===== config.mk =====
export PLATFORM = sky130hd
export DESIGN_NAME = extract_threshold_spikes
export DESIGN_NICKNAME = d
export VERILOG_FILES = /design/src/ets_pkg.sv /design/src/ets_cfg.sv /design/src/ets_core.sv /design/src/extract_threshold_spikes.sv
export SDC_FILE = /design/constraint.sdc
export NUM_CORES = 1
export LEC_CHECK = 0
export ABC_AREA = 1
export BUFFER_PORTS_ARGS = -buffer_cell sky130_fd_sc_hd__buf_2
export CAP_MARGIN = 20
export CORE_MARGIN = 4
export CORE_UTILIZATION = 50
export CTS_CLUSTER_DIAMETER = 50
export DETAILED_ROUTE_END_ITERATION = 10
export PLACE_DENSITY = 0.7
export SLEW_MARGIN = 25
export SYNTH_ARGS = -nofsm -noshare
export SYNTH_HDL_FRONTEND = slang
export SYNTH_SLANG_ARGS = --single-unit

===== constraint.sdc =====
create_clock -name clk -period 4.35 [get_ports clk]
set_clock_uncertainty 0.1 [all_clocks]
set_input_delay 0.435 -clock clk [delete_from_list [all_inputs] [get_ports clk]]
set_output_delay 0.435 -clock clk [all_outputs]
set_load 0.01 [all_outputs]

===== src/ets_pkg.sv =====
// ----------------------------------------------------------------------------
// ets_pkg
// Shared types and constants for the threshold spike extractor.
// ----------------------------------------------------------------------------
package ets_pkg;

    localparam int MAX_SAMPLES = 4096;

    localparam int SAMPLE_W = 16;
    localparam int INDEX_W  = 12;
    localparam int WIDTH_W  = 13;
    localparam int CFG_IDX_W = 2;

    localparam logic [WIDTH_W-1:0] WIDTH_MAX = {WIDTH_W{1'b1}};
    localparam logic [INDEX_W-1:0] INDEX_LAST = INDEX_W'(MAX_SAMPLES - 1);

    // Configuration register indexes.
    typedef enum logic [CFG_IDX_W-1:0] {
        REG_THRESHOLD     = 2'd0,
        REG_CONFIRM_COUNT = 2'd1,
        REG_IGNORE_VALUE  = 2'd2
    } cfg_reg_t;

    typedef struct packed {
        logic signed [SAMPLE_W-1:0] threshold;
        logic        [WIDTH_W-1:0]  confirm_count;
        logic signed [SAMPLE_W-1:0] ignore_value;
    } cfg_t;

endpackage


===== src/ets_cfg.sv =====
// ----------------------------------------------------------------------------
// ets_cfg
// Configuration register bank, written through its own valid/ready channel.
// ----------------------------------------------------------------------------
module ets_cfg
    import ets_pkg::*;
(
    input  logic                 clk,
    input  logic                 rst_n,
    input  logic                 cfg_valid,
    output logic                 cfg_ready,
    input  logic [CFG_IDX_W-1:0] cfg_index,
    input  logic [SAMPLE_W-1:0]  cfg_data,
    output cfg_t                 cfg
);

    cfg_t cfg_reg;
    cfg_t cfg_next;

    assign cfg_ready = 1'b1;
    assign cfg = cfg_reg;

    always_comb
    begin
        cfg_next = cfg_reg;
        if (cfg_valid)
        begin
            unique case (cfg_index)
                REG_THRESHOLD:     cfg_next.threshold     = cfg_data;
                REG_CONFIRM_COUNT: cfg_next.confirm_count = cfg_data[WIDTH_W-1:0];
                REG_IGNORE_VALUE:  cfg_next.ignore_value  = cfg_data;
                default:           cfg_next = cfg_reg;
            endcase
        end
    end

    always_ff @(posedge clk or negedge rst_n)
    begin
        if (!rst_n)
        begin
            cfg_reg.threshold     <= '0;
            cfg_reg.confirm_count <= WIDTH_W'(1);
            cfg_reg.ignore_value  <= {1'b1, {(SAMPLE_W-1){1'b0}}};
        end
        else
        begin
            cfg_reg <= cfg_next;
        end
    end

endmodule


===== src/ets_core.sv =====
// ----------------------------------------------------------------------------
// ets_core
// Input register, run tracking logic and result register of the extractor.
// ----------------------------------------------------------------------------
module ets_core
    import ets_pkg::*;
(
    input  logic                       clk,
    input  logic                       rst_n,
    input  cfg_t                       cfg,
    input  logic                       in_valid,
    output logic                       in_ready,
    input  logic signed [SAMPLE_W-1:0] in_sample,
    input  logic                       in_last,
    output logic                       out_valid,
    input  logic                       out_ready,
    output logic        [INDEX_W-1:0]  peak_position,
    output logic signed [SAMPLE_W-1:0] peak_value,
    output logic        [WIDTH_W-1:0]  spike_width
);

    // Input stage
    logic                       in_valid_reg, in_valid_next;
    logic signed [SAMPLE_W-1:0] in_sample_reg;
    logic                       in_last_reg;

    // Run state
    logic [INDEX_W-1:0]         sample_index_reg, sample_index_next;
    logic                       run_open_reg, run_open_next;
    logic [WIDTH_W-1:0]         run_width_reg, run_width_next;
    logic [INDEX_W-1:0]         best_index_reg, best_index_next;
    logic signed [SAMPLE_W-1:0] best_value_reg, best_value_next;

    // Result stage
    logic                       out_valid_reg, out_valid_next;
    logic [INDEX_W-1:0]         out_pos_reg;
    logic signed [SAMPLE_W-1:0] out_value_reg;
    logic [WIDTH_W-1:0]         out_width_reg;

    logic advance;
    logic accept;
    logic is_ignored;
    logic is_above;
    logic emit;

    // The held item moves on when the result register is empty or being drained.
    assign advance  = in_valid_reg && (!out_valid_reg || out_ready);
    assign in_ready = !in_valid_reg || advance;
    assign accept   = in_valid && in_ready;

    assign is_ignored = (in_sample_reg == cfg.ignore_value);
    assign is_above   = (in_sample_reg > cfg.threshold) && !in_last_reg;
    assign emit = !is_ignored && !is_above && run_open_reg
                  && (run_width_reg >= cfg.confirm_count);

    always_comb
    begin
        in_valid_next = accept ? 1'b1 : (in_valid_reg && !advance);
    end

    always_comb
    begin
        sample_index_next = sample_index_reg;
        run_open_next     = run_open_reg;
        run_width_next    = run_width_reg;
        best_index_next   = best_index_reg;
        best_value_next   = best_value_reg;
        if (advance)
        begin
            if (is_ignored)
            begin
                if (run_open_reg && run_width_reg != WIDTH_MAX)
                    run_width_next = run_width_reg + WIDTH_W'(1);
            end
            else if (is_above)
            begin
                if (!run_open_reg)
                begin
                    run_open_next   = 1'b1;
                    run_width_next  = WIDTH_W'(1);
                    best_index_next = sample_index_reg;
                    best_value_next = in_sample_reg;
                end
                else
                begin
                    if (best_value_reg < in_sample_reg)
                    begin
                        best_index_next = sample_index_reg;
                        best_value_next = in_sample_reg;
                    end
                    if (run_width_reg != WIDTH_MAX)
                        run_width_next = run_width_reg + WIDTH_W'(1);
                end
            end
            else
            begin
                run_open_next   = 1'b0;
                run_width_next  = '0;
                best_index_next = '0;
                best_value_next = '0;
            end

            if (in_last_reg)
            begin
                // End of frame: the index and any open run start over.
                sample_index_next = '0;
                run_open_next     = 1'b0;
                run_width_next    = '0;
                best_index_next   = '0;
                best_value_next   = '0;
            end
            else if (sample_index_reg == INDEX_LAST)
                sample_index_next = '0;
            else
                sample_index_next = sample_index_reg + INDEX_W'(1);
        end
    end

    always_comb
    begin
        if (advance)
            out_valid_next = emit;
        else
            out_valid_next = out_valid_reg && !out_ready;
    end

    always_ff @(posedge clk or negedge rst_n)
    begin
        if (!rst_n)
        begin
            in_valid_reg     <= 1'b0;
            sample_index_reg <= '0;
            run_open_reg     <= 1'b0;
            run_width_reg    <= '0;
            best_index_reg   <= '0;
            best_value_reg   <= '0;
            out_valid_reg    <= 1'b0;
        end
        else
        begin
            in_valid_reg     <= in_valid_next;
            sample_index_reg <= sample_index_next;
            run_open_reg     <= run_open_next;
            run_width_reg    <= run_width_next;
            best_index_reg   <= best_index_next;
            best_value_reg   <= best_value_next;
            out_valid_reg    <= out_valid_next;
        end
    end

    always_ff @(posedge clk)
    begin
        if (accept)
        begin
            in_sample_reg <= in_sample;
            in_last_reg   <= in_last;
        end
        if (advance && emit)
        begin
            out_pos_reg   <= best_index_reg;
            out_value_reg <= best_value_reg;
            out_width_reg <= run_width_reg;
        end
    end

    assign out_valid     = out_valid_reg;
    assign peak_position = out_pos_reg;
    assign peak_value    = out_value_reg;
    assign spike_width   = out_width_reg;

    // A closed run leaves no width behind, and an open run is never empty.
    a_run_width_closed: assert property (@(posedge clk) disable iff (!rst_n)
        !run_open_reg |-> run_width_reg == '0)
        else $error("run width left over with no open run");

    a_run_width_open: assert property (@(posedge clk) disable iff (!rst_n)
        run_open_reg |-> run_width_reg != '0)
        else $error("open run with zero width");

    a_frame_clear: assert property (@(posedge clk) disable iff (!rst_n)
        advance && in_last_reg |=> sample_index_reg == '0 && !run_open_reg)
        else $error("frame state not cleared after the last sample");

    a_result_source: assert property (@(posedge clk) disable iff (!rst_n)
        $rose(out_valid_reg) |-> $past(advance && emit))
        else $error("result appeared without a closing sample");

endmodule


===== src/extract_threshold_spikes.sv =====
// A sample accepted at s_tready shows its spike, if any, on m_tvalid once it has
// moved from the input register into the result register.
// One sample per cycle while the result register is empty or being drained.
// The result register lets the next sample in while a spike waits to be taken.
// Reset (rst_n, asynchronous, active low) clears the frame index, the run state,
// both pipeline valid flags and loads the configuration reset values.
// ----------------------------------------------------------------------------
// extract_threshold_spikes
// Threshold spike extractor: reports runs of samples above a threshold.
// ----------------------------------------------------------------------------
module extract_threshold_spikes
    import ets_pkg::*;
(
    input  logic                 clk,
    input  logic                 rst_n,
    // sample stream
    input  logic                 s_tvalid,
    output logic                 s_tready,
    input  logic [15:0]          s_tdata,   // [15:0] sample
    input  logic                 s_tlast,   // last_sample
    // spike stream
    output logic                 m_tvalid,
    input  logic                 m_tready,
    output logic [47:0]          m_tdata,   // [11:0] peak_position, [27:12] peak_value,
                                            // [40:28] spike_width, [47:41] zero
    // configuration writes
    input  logic                 cfg_valid,
    output logic                 cfg_ready,
    input  logic [CFG_IDX_W-1:0] cfg_index,
    input  logic [SAMPLE_W-1:0]  cfg_data
);

    cfg_t                       cfg;
    logic        [INDEX_W-1:0]  peak_position;
    logic signed [SAMPLE_W-1:0] peak_value;
    logic        [WIDTH_W-1:0]  spike_width;

    ets_cfg u_cfg (
        .clk       (clk),
        .rst_n     (rst_n),
        .cfg_valid (cfg_valid),
        .cfg_ready (cfg_ready),
        .cfg_index (cfg_index),
        .cfg_data  (cfg_data),
        .cfg       (cfg)
    );

    ets_core u_core (
        .clk           (clk),
        .rst_n         (rst_n),
        .cfg           (cfg),
        .in_valid      (s_tvalid),
        .in_ready      (s_tready),
        .in_sample     (s_tdata),
        .in_last       (s_tlast),
        .out_valid     (m_tvalid),
        .out_ready     (m_tready),
        .peak_position (peak_position),
        .peak_value    (peak_value),
        .spike_width   (spike_width)
    );

    assign m_tdata = {7'd0, spike_width, peak_value, peak_position};

endmodule


==> results.sh <==
export IMPL_routed_wire_length_per_instance_um=14.1
export IMPL_globalplace_congestion=0.845
export IMPL_synthMuxAreaShare=0.00126
export IMPL_worst_hold_slack_ns=0.0764
export IMPL_postSynthCellCount=814
export IMPL_placement_cell_area_mm2=0.00842
export IMPL_mappedNetlistArea_mm2=0.00793
export IMPL_io_pins=91
export IMPL_globalRouteOverflowTotal=0
export IMPL_crit_top_cell="sky130_fd_sc_hd__nand2_2"
export IMPL_globalRouteTotalUtil=0.187
export IMPL_r2r_worst_path_cells=12
export IMPL_critical_path_class="flop to flop"
export IMPL_io_port_bufs=82
export IMPL_maxSlewViolCount=0
export IMPL_slew_limit_headroom=0.370
export IMPL_worstReg2RegStart="u_core.in_sample_reg[15]$_DFFE_PP_"
export IMPL_number_of_enable_flip_flop_cells_after_synthesis=58
export IMPL_netlist_cell_type_count=44
export IMPL_final_net_count=983
export IMPL_slowest_stage="sky130_fd_sc_hd__edfxtp_1"
export IMPL_multi_input_area_mm2=0.00305
export IMPL_async_set_reset_flop_share_out_of_synthesis=0.635
export IMPL_finalCriticalPeriod_ns=2.75
export IMPL_postRouteAntennaNets=0
export IMPL_die_w_um=134
export IMPL_num_rows=45
export IMPL_ys_seq_area_frac=0.539
export IMPL_timing_final_hold_violations=0
export IMPL_xor_xnor_cell_area_share_of_the_yosys_netlist=0.0265
export IMPL_synth_warnings=0
export IMPL_vdd_ir_drop_worst_mv=0.318
export IMPL_clock_sinks=159
export IMPL_filler_cell_count=1335
export IMPL_core_mm2=0.0154
export IMPL_areaGrowthSynthToFinish_pct=13.9
export IMPL_layout_worst_path_cycle_share=0.632
export IMPL_postSynthAreaPerCell_um2=9.74
export IMPL_cts_repair_timing_setup_buffer_count=0
export IMPL_maxCapViolCount=0
export IMPL_timing_critical_path_cells="ha_1 -> nand2_2 -> nor2_4 -> nand2_4 -> a21oi_2 -> nor2_1 -> nand2_1 -> nand2_2 -> nand3_4 -> nand3_1 -> inv_1 -> buf_4"
export IMPL_clockBufferDepth=2
export IMPL_fin_setup_tns_ns=0
export IMPL_finish_instance_area_mm2=0.00903
export IMPL_min_delay_start="s_tdata[12]"
export IMPL_die_height_um=134
export IMPL_grt_first_pass_wirelength_mm=26.4
export IMPL_vias_per_cell=4.87
export IMPL_grt_pass1_vias=5286
export IMPL_rsz_0062_raised_after_global_routing="no"
export IMPL_detail_route_wirelength_mm=15.8
export IMPL_cp_required_ns=4.31
export IMPL_max_reg_flops=45
export IMPL_worst_hold_path_cell_count=1
export IMPL_worstMarginPinSlew_ns=0.943
export IMPL_critPathCaptureType="flop"
export IMPL_drc=0
export IMPL_post_synth_and_or_nand_nor_area_fraction=0.218
export IMPL_routed_via_count=5454
export IMPL_max_freq_mhz=364
export IMPL_htreeDepth=4
export IMPL_initial_cell_density_of_the_core=0.516
export IMPL_instances_no_fill=1121
export IMPL_cts_tree="built"
export IMPL_rr_endpoint="u_core.peak_value[9]$_DFFE_PP_"
export IMPL_worstHoldPathType="input port to flop"
export IMPL_drive_gt1_frac=0.196
export IMPL_clk_pin_slew_worst_paths_ns=0.07
export IMPL_cp_buffers_inverters=2
export IMPL_numCtsBuffers=17
export IMPL_initialDrtViolationCount=279
export IMPL_power_leakage_nw=4.41
export IMPL_worst_setup_path_start_kind="flop"
export IMPL_crit_arrival_ns=2.71
export IMPL_outcome="finished clean"
export IMPL_dp_hpwl_mm=11.2
export IMPL_kind_of_cell_with_the_highest_combined_delay_on_the_critical_path="simple AND/OR/NAND/NOR gates"
export IMPL_synth_ff_latch_count=159
export IMPL_synth_compound_gate_area_share=0.0620
export IMPL_clkLatencyLatePin_ns=0.43
export IMPL_drtPass1Iterations=7
export IMPL_root_cell_of_the_clock_tree="sky130_fd_sc_hd__clkbuf_16"
export IMPL_dominant_combinational_cell_family_by_area_after_synthesis="simple AND/OR/NAND/NOR gates"
export IMPL_seqCellArea_mm2=0.00427
export IMPL_die_footprint_mm2=0.0179
export IMPL_highest_fanout_seen_on_the_critical_path=41
export IMPL_synthAdderAreaFrac=0.0726
export IMPL_number_of_antenna_violations_at_the_first_check_in_global_routing=0
export IMPL_insertedDiodeCount=0
export IMPL_setup_viol=0
export IMPL_synth_flop_cell="sky130_fd_sc_hd__dfrtp_1"
export IMPL_p_per_area_mw_per_mm2=412
export IMPL_grt_start_max_net_pins=83
export IMPL_delay_contributed_by_the_slowest_stage_of_the_critical_path_ns=0.46
export IMPL_place_detailed_instances=1088
export IMPL_worst_hold_path_endpoint="u_core.in_sample_reg[12]$_DFFE_PP_"
export IMPL_slack_of_the_worst_reg_to_reg_path_ns=1.60
Yosys cell counts, types with 4 or more instances:
cell / number / area, um2
sky130_fd_sc_hd__xor2_1: 17 / 149
sky130_fd_sc_hd__a21oi_1: 26 / 130
sky130_fd_sc_hd__xnor2_1: 7 / 61.3
sky130_fd_sc_hd__edfxtp_1: 58 / 1740
sky130_fd_sc_hd__ha_1: 46 / 576
sky130_fd_sc_hd__o21ai_0: 54 / 270
sky130_fd_sc_hd__nand3_1: 24 / 120
sky130_fd_sc_hd__clkbuf_1: 8 / 30.0
sky130_fd_sc_hd__nor2_4: 5 / 56.3
sky130_fd_sc_hd__nand3_2: 33 / 330
sky130_fd_sc_hd__dfrtp_1: 99 / 2480
sky130_fd_sc_hd__nand2_1: 217 / 815
sky130_fd_sc_hd__nor3_1: 10 / 50.1
sky130_fd_sc_hd__nor2_2: 7 / 43.8
sky130_fd_sc_hd__nand4_1: 5 / 31.3
sky130_fd_sc_hd__inv_1: 104 / 390
sky130_fd_sc_hd__buf_4: 9 / 67.6
sky130_fd_sc_hd__nor3b_1: 4 / 30.0
sky130_fd_sc_hd__buf_6: 4 / 45.0
sky130_fd_sc_hd__nor2_1: 39 / 146
logic make-up after synthesis:
family / after synthesis
AO/OA/AOI/OAI: 92
buffers and inverters: 135
XOR/XNOR: 24
multiplexers: 1
adder cells (fa/ha/maj): 46
other: 2
AND/OR/NAND/NOR: 355
flip-flops: 159
worst max path at each step:
stage                                      endpoint                          startpoint  cells after the start
2_1_floorplan     u_core.peak_position[0]$_DFFE_PP_  u_core.in_sample_reg[15]$_DFFE_PP_                     11
3_3_place_gp        u_core.peak_value[15]$_DFFE_PP_  u_core.in_sample_reg[10]$_DFFE_PP_                     12
3_5_place_dp   u_core.best_index_reg[7]$_DFFE_PN0P_  u_core.in_sample_reg[15]$_DFFE_PP_                     14
4_1_cts        u_core.best_value_reg[8]$_DFFE_PN0P_  u_core.in_sample_reg[15]$_DFFE_PP_                     14
5_1_grt        u_core.best_index_reg[7]$_DFFE_PN0P_  u_core.in_sample_reg[15]$_DFFE_PP_                     14
6_report             u_core.peak_value[9]$_DFFE_PP_  u_core.in_sample_reg[15]$_DFFE_PP_                     12
where the power goes:
| group | internal, mW | total [mW] | switching, mW |
|---|---|---|---|
| clock network | 0.875 | 1.47 | 0.599 |
| registers | 1.67 | 1.77 | 0.0952 |
| logic | 0.178 | 0.483 | 0.305 |
worst reg2reg max path, delay by kind of cell, from the launching register on:
kind / cells / cell delay, ns
simple gates: 8 / 0.75
buf+inv: 2 / 0.50
flops: 1 / 0.46
fa+ha+maj: 1 / 0.43
compound gates: 1 / 0.10
what timing repair did:
item,in CTS,in global routing
hold endpoints to repair,29,0
gates resized for setup,0,0
hold buffers,1,0
final cells by class:
| type | instances | share of cell area |
|---|---|---|
| Timing Repair Buffer | 86 | 0.0498 |
| Tap cell | 211 | 0.0292 |
| Clock inverter | 13 | 0.0154 |
| Inverter | 107 | 0.0445 |
| Sequential cell | 159 | 0.473 |
| Multi-Input combinational cell | 526 | 0.338 |
| Clock buffer | 19 | 0.0502 |
metal layers:
| metal | GRT usage | wire, um | vias to the layer above |
|---|---|---|---|
| met3 | 0.0435 | 712 | 22 |
| met4 | 0.0549 | 250 | 0 |
| met2 | 0.289 | 7230 | 124 |
| li1 | - | - | 2792 |
| met1 | 0.266 | 7610 | 2516 |
| met5 | 0 | 0 | - |
cells in the final DEF (no fill, tap or decap), drive strengths merged:
cell type	Yosys	layout
nor3	11	11
buf	19	85
ha	46	46
edfxtp	58	58
a21oi	28	28
and2	1	1
nor4	1	1
mux2i	1	1
clkinv	1	9
nand3b	1	1
conb	2	8
nor3b	4	4
o21ai	57	57
a41oi	1	1
nand4	5	5
nand3	58	58
dfrtp	99	99
o21a	1	1
xnor2	7	7
nor2	51	51
o221ai	1	1
inv	106	107
nand2	223	223
dlygate4sd3	1	1
clkinvlp	0	2
a221oi	1	1
o22ai	1	1
clkbuf	8	19
dfstp	2	2
xor2	17	17
o21bai	2	2
bufinv	0	2
per-stage QoR:
| step | power (mW) | util | setup WS (ns) |
|---|---|---|---|
| detailed placement | 2.28 | 0.548 | 1.60 |
| CTS | 3.76 | 0.587 | 1.58 |
| global route | 3.92 | 0.587 | 1.37 |
| finish | 3.72 | 0.587 | 1.60 |
| global placement | 2.26 | 0.548 | 1.68 |
| floorplan | 2.15 | - | 1.44 |
No activity file was read; power rests on OpenSTA's default activity.
